File: src/hw/rtl/serial_frame_deframer_checksum_unit_assert.svh
// Assertion macros for the serial frame deframer checksum unit.
`ifndef SERIAL_FRAME_DEFRAMER_CHECKSUM_UNIT_ASSERT_SVH
`define SERIAL_FRAME_DEFRAMER_CHECKSUM_UNIT_ASSERT_SVH

// Property must hold on every clock outside reset.
`define SFD_ASSERT(lbl, prop, msg) \
  lbl: assert property (@(posedge clk) disable iff (!rst_n) (prop)) else $error(msg);

// Expression must never be true outside reset.
`define SFD_ASSERT_NEVER(lbl, expr, msg) \
  lbl: assert property (@(posedge clk) disable iff (!rst_n) !(expr)) else $error(msg);

`endif

File: src/hw/rtl/sfd_pkg.sv
// Package with types and constants for the serial frame deframer checksum unit.
package sfd_pkg;

  localparam int unsigned MAX_FRAME_BYTES = 64;
  localparam int unsigned FRAME_OVERHEAD  = 3;

  localparam int unsigned BYTE_W   = 8;
  localparam int unsigned OFFSET_W = 6;
  localparam int unsigned SIZE_W   = 7;
  localparam int unsigned STATUS_W = 2;

  localparam int unsigned IN_TDATA_W  = 8;
  localparam int unsigned OUT_TDATA_W = 16;
  localparam int unsigned CFG_ADDR_W  = 3;
  localparam int unsigned CFG_DATA_W  = 32;

  localparam logic [BYTE_W-1:0] MARKER_RESET = 8'd126;
  localparam logic [BYTE_W-1:0] CHECK_BASE   = 8'hFF;

  typedef enum logic [1:0] {
    PH_HUNT = 2'd0,
    PH_LEN  = 2'd1,
    PH_BODY = 2'd2
  } phase_t;

  typedef logic [STATUS_W-1:0] status_t;

  localparam status_t ST_PROGRESS = 2'd0;
  localparam status_t ST_GOOD     = 2'd1;
  localparam status_t ST_BAD      = 2'd2;
  localparam status_t ST_ABANDON  = 2'd3;

  localparam logic REG_START_MARKER = 1'b0;

endpackage

File: src/hw/rtl/serial_frame_deframer_checksum_unit.sv
// Top level of the serial frame deframer checksum unit.
// Usage:
//   in_*  : received bytes, one per word. in_tdata holds rx_byte; in_tuser set
//           means the line went idle (byte ignored, partial frame dropped).
//   out_* : body and checksum bytes with their frame offset. out_tlast marks
//           the checksum byte or an abandon word; out_tuser carries the status
//           (in progress, good, checksum bad, abandoned).
//   cfg_* : APB register 0 at address 0 holds the start marker (reset 0x7E).
// Marker and length bytes are consumed without a result. A length whose frame
// would exceed 64 bytes, or an idle word inside a frame, yields one abandon
// word and the unit hunts for the marker again.
// The result word is registered and appears in the cycle after its input word is accepted.
// Throughput is one word per cycle while out_tready stays high, set by the single
// pass of compare, count and add that sits between the input handshake and the output register.
// When the receiver stalls, the output register holds its word and in_tready
// drops until that word is taken. Reset returns to hunting, clears the output
// valid and restores the start marker.
module serial_frame_deframer_checksum_unit (
  input  logic                                clk,
  input  logic                                rst_n,
  input  logic                                in_tvalid,
  output logic                                in_tready,
  input  logic [sfd_pkg::IN_TDATA_W-1:0]      in_tdata,   // [7:0] rx_byte
  input  logic                                in_tuser,   // [0] line_idle
  output logic                                out_tvalid,
  input  logic                                out_tready,
  output logic [sfd_pkg::OUT_TDATA_W-1:0]     out_tdata,  // [7:0] data_byte, [13:8] byte_offset
  output logic                                out_tlast,
  output logic [sfd_pkg::STATUS_W-1:0]        out_tuser,  // [1:0] frame_status
  input  logic                                cfg_psel,
  input  logic                                cfg_penable,
  input  logic                                cfg_pwrite,
  input  logic [sfd_pkg::CFG_ADDR_W-1:0]      cfg_paddr,
  input  logic [sfd_pkg::CFG_DATA_W-1:0]      cfg_pwdata,
  output logic [sfd_pkg::CFG_DATA_W-1:0]      cfg_prdata,
  output logic                                cfg_pready
);
  import sfd_pkg::*;

  `include "serial_frame_deframer_checksum_unit_assert.svh"

  logic [BYTE_W-1:0]   marker_r;
  phase_t              phase_r, phase_nxt;
  logic [OFFSET_W-1:0] count_r, count_nxt;
  logic [SIZE_W-1:0]   size_r, size_nxt;
  logic [BYTE_W-1:0]   sum_r, sum_nxt;

  logic                out_valid_r;
  logic [BYTE_W-1:0]   data_r, data_nxt;
  logic [OFFSET_W-1:0] offset_r, offset_nxt;
  logic                last_r, last_nxt;
  status_t             status_r, status_nxt;
  logic                emit;

  logic                in_fire;
  logic [BYTE_W-1:0]   rx_byte;
  logic                line_idle;
  logic [BYTE_W:0]     len_total;
  logic [SIZE_W-1:0]   count_plus;
  logic [BYTE_W-1:0]   check;
  logic                cfg_wr;

  localparam logic [SIZE_W-1:0]   SIZE_RESET = SIZE_W'(MAX_FRAME_BYTES);
  localparam logic [BYTE_W:0]     MAX_TOTAL  = (BYTE_W+1)'(MAX_FRAME_BYTES);
  localparam logic [BYTE_W:0]     OVERHEAD   = (BYTE_W+1)'(FRAME_OVERHEAD);
  localparam logic [OFFSET_W-1:0] OFS_LEN    = OFFSET_W'(1);
  localparam logic [OFFSET_W-1:0] OFS_BODY   = OFFSET_W'(2);

  assign rx_byte    = in_tdata[BYTE_W-1:0];
  assign line_idle  = in_tuser;
  assign in_tready  = !out_valid_r || out_tready;
  assign in_fire    = in_tvalid && in_tready;
  assign len_total  = {1'b0, rx_byte} + OVERHEAD;
  assign count_plus = {1'b0, count_r} + SIZE_W'(1);
  assign check      = CHECK_BASE - sum_r;

  always_comb begin
    phase_nxt  = phase_r;
    count_nxt  = count_r;
    size_nxt   = size_r;
    sum_nxt    = sum_r;
    emit       = 1'b0;
    data_nxt   = '0;
    offset_nxt = count_r;
    last_nxt   = 1'b0;
    status_nxt = ST_PROGRESS;
    if (line_idle) begin
      if (phase_r == PH_LEN || phase_r == PH_BODY) begin
        emit       = 1'b1;
        last_nxt   = 1'b1;
        status_nxt = ST_ABANDON;
        phase_nxt  = PH_HUNT;
        count_nxt  = '0;
        size_nxt   = SIZE_RESET;
        sum_nxt    = '0;
      end else begin
        phase_nxt = PH_HUNT;
      end
    end else begin
      case (phase_r)
        PH_LEN: begin
          if (len_total > MAX_TOTAL) begin
            emit       = 1'b1;
            offset_nxt = OFS_LEN;
            last_nxt   = 1'b1;
            status_nxt = ST_ABANDON;
            phase_nxt  = PH_HUNT;
            count_nxt  = '0;
            size_nxt   = SIZE_RESET;
            sum_nxt    = '0;
          end else begin
            size_nxt  = len_total[SIZE_W-1:0];
            count_nxt = OFS_BODY;
            phase_nxt = PH_BODY;
          end
        end
        PH_BODY: begin
          emit     = 1'b1;
          data_nxt = rx_byte;
          if (count_plus < size_r) begin
            sum_nxt   = sum_r + rx_byte;
            count_nxt = count_plus[OFFSET_W-1:0];
          end else begin
            last_nxt   = 1'b1;
            status_nxt = (rx_byte == check) ? ST_GOOD : ST_BAD;
            phase_nxt  = PH_HUNT;
            count_nxt  = '0;
            size_nxt   = SIZE_RESET;
            sum_nxt    = '0;
          end
        end
        default: begin
          phase_nxt = PH_HUNT;
          if (rx_byte == marker_r) begin
            phase_nxt = PH_LEN;
            count_nxt = OFS_LEN;
            sum_nxt   = '0;
          end
        end
      endcase
    end
  end

  always_ff @(posedge clk) begin
    if (!rst_n) begin
      phase_r <= PH_HUNT;
      count_r <= '0;
      size_r  <= SIZE_RESET;
      sum_r   <= '0;
    end else if (in_fire) begin
      phase_r <= phase_nxt;
      count_r <= count_nxt;
      size_r  <= size_nxt;
      sum_r   <= sum_nxt;
    end
  end

  always_ff @(posedge clk) begin
    if (!rst_n) begin
      out_valid_r <= 1'b0;
    end else if (in_fire) begin
      out_valid_r <= emit;
    end else if (out_tready) begin
      out_valid_r <= 1'b0;
    end
  end

  always_ff @(posedge clk) begin
    if (in_fire && emit) begin
      data_r   <= data_nxt;
      offset_r <= offset_nxt;
      last_r   <= last_nxt;
      status_r <= status_nxt;
    end
  end

  assign out_tvalid = out_valid_r;
  assign out_tdata  = {{(OUT_TDATA_W-BYTE_W-OFFSET_W){1'b0}}, offset_r, data_r};
  assign out_tlast  = last_r;
  assign out_tuser  = status_r;

  assign cfg_pready = 1'b1;
  assign cfg_wr     = cfg_psel && cfg_penable && cfg_pwrite
                      && (cfg_paddr[CFG_ADDR_W-1] == REG_START_MARKER);

  always_ff @(posedge clk) begin
    if (!rst_n) begin
      marker_r <= MARKER_RESET;
    end else if (cfg_wr) begin
      marker_r <= cfg_pwdata[BYTE_W-1:0];
    end
  end

  always_comb begin
    cfg_prdata = '0;
    if (cfg_paddr[CFG_ADDR_W-1] == REG_START_MARKER) begin
      cfg_prdata = {{(CFG_DATA_W-BYTE_W){1'b0}}, marker_r};
    end
  end

  `SFD_ASSERT(a_abandon_shape,
    (out_tvalid && out_tuser == ST_ABANDON) |-> (out_tlast && data_r == '0),
    "abandon word without last flag or with data")
  `SFD_ASSERT(a_last_has_verdict,
    out_tvalid |-> (out_tlast == (out_tuser != ST_PROGRESS)),
    "last flag and frame status disagree")
  `SFD_ASSERT(a_hunt_clean,
    (phase_r == PH_HUNT) |-> (count_r == '0 && sum_r == '0 && size_r == SIZE_RESET),
    "hunting with stale frame state")
  `SFD_ASSERT_NEVER(a_body_in_range,
    (phase_r == PH_BODY) && ({1'b0, count_r} >= size_r || count_r < OFS_BODY),
    "body offset outside frame")

endmodule

File: config.mk
export PLATFORM = sky130hd
export DESIGN_NAME = serial_frame_deframer_checksum_unit
export DESIGN_NICKNAME = d
export VERILOG_FILES = /design/src/hw/rtl/sfd_pkg.sv /design/src/hw/rtl/serial_frame_deframer_checksum_unit.sv
export VERILOG_INCLUDE_DIRS = /design/src /design/src/hw/rtl
export SDC_FILE = /design/constraint.sdc
export NUM_CORES = 1
export LEC_CHECK = 0
export ABC_CLOCK_PERIOD_IN_PS = 2400
export BUFFER_PORTS_ARGS = -buffer_cell sky130_fd_sc_hd__clkbuf_2
export CORE_AREA = 3 3 92 94
export CTS_CLUSTER_DIAMETER = 120
export DETAILED_ROUTE_END_ITERATION = 10
export DIE_AREA = 0 0 95 97
export GPL_TIMING_DRIVEN = 0
export HOLD_SLACK_MARGIN = 0.03
export PLACE_DENSITY = 0.81
export SLEW_MARGIN = 10
export SYNTH_ARGS = -nofsm -noshare
export SYNTH_HDL_FRONTEND = slang
export SYNTH_SLANG_ARGS = --single-unit
File: constraint.sdc
create_clock -name clk -period 2.4 [get_ports clk]
set_input_delay 0.36 -clock clk [delete_from_list [all_inputs] [get_ports clk]]
set_output_delay 0.36 -clock clk [all_outputs]
set_load 0.03 [all_outputs]
==> results.py <==
metrics = {
    "timing": {
        "post-route-min-period_ns": 2.36,
        "hold_viol": 0,
        "finalClockSkew_ns": 0.00775,
        "clock.fmax_mhz": 424,
        "setup_ws_ns": 0.0424,
        "tightest_slew_ns": 0.598,
        "hold_ws_ns": 0.246,
        "setup_viol": 0,
        "rsz0062_at_grt": "yes",
        "slew_headroom": 0.591,
        "drv_slew": 0,
        "finalCritPeriodShare": 0.982,
    },
    "pwr": {
        "p_per_area_mw_per_mm2": 410,
        "seqPwrFrac": 0.506,
        "p_leak_nw": 1.77,
        "p_total_w": 0.00170,
        "clock_power_share": 0.315,
        "p_comb_frac": 0.179,
        "vdd_drop_max_mv": 0.278,
        "p_int_w": 0.00118,
        "p_sw_w": 0.000521,
        "switching_share": 0.306,
    },
    "cts": {
        "root_buffer": "clkbuf_8",
        "worst_skew_pair.late_latency_ns": 0.32,
        "clockBufferDepth": 2,
        "h-tree-depth": 2,
        "clock-sinks": 49,
        "cts_buffers": 5,
        "clkTransAtPathRegs_ns": 0.10,
        "tritoncts": "yes",
    },
    "final_layout": {
        "finalNetCount": 533,
        "diodes": 0,
        "seqCellArea_mm2": 0.00116,
        "drive_gt1_frac": 0.332,
        "multi_input_area_mm2": 0.00200,
        "final.fill_count": 692,
        "stdcell_count": 566,
        "area_delta_synth_final_pct": 28.0,
    },
    "critical_path": {
        "critical_path.endpoint_type": "register",
        "crit_required_ns": 2.47,
        "critPathLaunchType": "register",
        "cp_data_arrival_time_ns": 2.43,
        "worstPathMaxFanout": 4,
        "startpoint": "count_r[0]$_SDFFE_PN0P_",
        "crit_type": "register to register",
        "reg2reg_from": "count_r[0]$_SDFFE_PN0P_",
    },
    "die": {
        "ios": 105,
        "initial_utilization": 0.419,
        "coreArea_mm2": 0.00773,
        "rows": 32,
        "die_h_um": 97,
        "die_area_mm2": 0.00922,
        "die_width_um": 95,
    },
    "grt": {
        "grt_overflow_total": 0,
        "grt_usage": 0.172,
        "antenna_found_initial": 0,
        "grt_pass1_wl_mm": 12.6,
        "grt_max_degree": 18,
        "grt_pass1_vias": 2734,
    },
    "yosys": {
        "synth_adder_area_share": 0.0757,
        "synth.distinct_cells": 62,
        "synth_area_mm2": 0.00324,
        "syn_inst": 364,
        "synth_top_family_by_area": "simple AND/OR/NAND/NOR gates",
        "synth_edf_count": 17,
        "synth_ff_type": "dfxtp_1",
        "synth_compound_area_frac": 0.151,
        "ys_async_sr_fraction": 0,
        "yosysWarnings": 0,
        "muxShareOfSynthArea": 0.0131,
        "yosys.area_share.simple": 0.228,
        "yosysSeqAreaShare": 0.355,
        "ys_seq_elements": 49,
        "avgSynthCellArea_um2": 8.90,
        "synth_xor_area_frac": 0.0645,
    },
    "outcome": {
        "outcome": "finished, final reports clean",
    },
    "place": {
        "place_hpwl_mm": 5.87,
        "dp.cells": 542,
        "dp_slack_ns": -0.511,
        "globalplace.congestion": 0.923,
        "port-buffer-count": 51,
    },
    "detailed_routing": {
        "via_per_inst": 5.25,
        "wirelength_mm": 8.31,
        "drc_errors": 0,
        "drt-pass1-iter-count": 5,
        "ant_nets": 0,
        "vias": 2970,
        "wire_per_inst_um": 14.7,
        "drt_iter0_markers": 209,
    },
    "hold_path": {
        "min_path_type": "input pin to register",
        "hold_start": "cfg_pwdata[5]",
    },
    "job": {
        "cap_viol_max_count": 0,
    },
}
==> cell type report <==
class                           count  share of cell area
Buffer                             40              0.0731
Clock buffer                        5              0.0166
Clock inverter                      3             0.00604
Inverter                           17              0.0163
Multi-Input combinational cell    283               0.482
Sequential cell                    49               0.281
Tap cell                          102              0.0308
Timing Repair Buffer               67              0.0936
==> logic make-up (layout without fill, tap and decap cells) <==
logic type,after synthesis,count (layout)
flip-flops,49,49
AND/OR/NAND/NOR,134,134
multiplexers,3,3
AO/OA/AOI/OAI,77,77
adder cells (fa/ha/maj),19,19
buffers and inverters,57,132
XOR/XNOR,23,23
other,2,27
==> cells in the final DEF, fill, tap and decap left out, types with 3 or more instances in the layout <==
master / netlist / final
dfxtp_4: 0 / 3
o22ai_1: 3 / 3
buf_4: 28 / 44
or3_1: 10 / 7
clkbuf_1: 4 / 3
nor2_1: 15 / 12
nor4_1: 3 / 3
nor2b_1: 9 / 9
a21o_1: 4 / 4
o21ai_1: 6 / 6
nand4_1: 11 / 11
a21oi_1: 32 / 28
nand2_1: 37 / 37
nand4b_1: 3 / 3
edfxtp_1: 17 / 17
nand3_1: 13 / 11
or3_4: 1 / 4
a21oi_2: 1 / 3
buf_6: 3 / 3
o21ai_0: 11 / 10
nor3_1: 4 / 3
xnor2_1: 9 / 8
clkbuf_2: 0 / 51
inv_1: 17 / 16
and2_1: 9 / 9
clkbuf_8: 0 / 6
a21oi_4: 1 / 3
dfxtp_1: 32 / 27
nand2b_1: 3 / 3
ha_1: 18 / 16
conb_1: 2 / 27
and3_1: 3 / 3
xor2_1: 13 / 12
==> synthesized netlist by cell type (all sizes together) (2+ instances only) <==
cell    instances  area share
nand2          37       0.043
a21oi          34       0.057
buf            34       0.080
dfxtp          32        0.20
o21ai          19       0.032
ha             18       0.070
edfxtp         17        0.16
inv            17       0.020
nor2           15       0.017
nand3          14       0.023
xor2           13       0.035
or3            12       0.025
nand4          11       0.021
and2           10       0.020
xnor2          10       0.029
nor2b           9       0.017
clkbuf          5      0.0070
a21o            4      0.0093
nor3            4      0.0062
and3            3      0.0058
mux2i           3       0.013
nand2b          3      0.0058
nand4b          3      0.0081
nor3b           3      0.0085
nor4            3      0.0058
o22ai           3      0.0058
a211oi          2      0.0062
a221oi          2      0.0054
and4b           2      0.0062
conb            2      0.0023
nor4b           2      0.0073
o211a           2      0.0062
o211ai          2      0.0077
o31ai           2      0.0046
==> power groups by stage <==
| stage | Sequential (W) | Combinational (W) | Clock, W |
|---|---|---|---|
| 6_report | 0.000860 | 0.000305 | 0.000535 |
| 3_3_place_gp | 0.000882 | 0.000279 | 0 |
| 5_1_grt | 0.000861 | 0.000327 | 0.000573 |
| 2_1_floorplan | 0.000881 | 0.000215 | 0 |
| 4_1_cts | 0.000861 | 0.000293 | 0.000542 |
| 3_5_place_dp | 0.000882 | 0.000284 | 0 |
==> final timing paths <==
check             depth (start not counted)                        to  slack [ns]
setup / recovery                         10    out_tuser[0]$_DFFE_PP_        0.04
hold / removal                            3  marker_r[5]$_SDFFE_PN1P_        0.25
setup reg to reg                         10    out_tuser[0]$_DFFE_PP_        0.04
hold reg to reg                           2    size_r[1]$_SDFFE_PN0P_        0.47
==> flip-flops by register name, summed over array words and instances (netlist names) <==
name and count:
offset_r 6, marker_r 8, out_tuser 2, size_r 7
out_tvalid 1, phase_r 2, out_tlast 1, sum_r 8
data_r 8, count_r 6
==> critical path, cell delays in order, from the launching register on <==
cell and delay (ns):
dfxtp_4 0.41, ha_4 0.16, nand3_4 0.07, xnor2_2 0.15, ha_1 0.31, a21o_1 0.22, a21oi_4 0.17, nor2_2 0.09
or3_4 0.35, nand3_1 0.10, a21oi_1 0.07
==> through the flow <==
stage | setup TNS, ns | cell area [um^2] | util
3_3_place_gp | -13.50 | 3720 | 0.481
2_1_floorplan | 0 | 3340 | -
6_report | 0 | 4140 | 0.536
3_5_place_dp | -16.28 | 3720 | 0.481
4_1_cts | 0 | 3970 | 0.514
5_1_grt | -0.337 | 4140 | 0.536
==> timing repair <==
| action | CTS | global route |
|---|---|---|
| pin swaps | 6 | 16 |
| cloned | 0 | 0 |
| endpoints found under the setup margin | 43 | 43 |
| hold buffers | 0 | 0 |
| buffers inserted | 8 | 8 |
| resized for setup | 19 | 25 |
==> per-layer routing <==
layer  wire [um]  GRT usage
met2        4110      0.281
met5           0          0
met4         244     0.0832
met1        3430      0.217
met3         537     0.0264
Note: power is estimated with default switching activity, not from simulation.
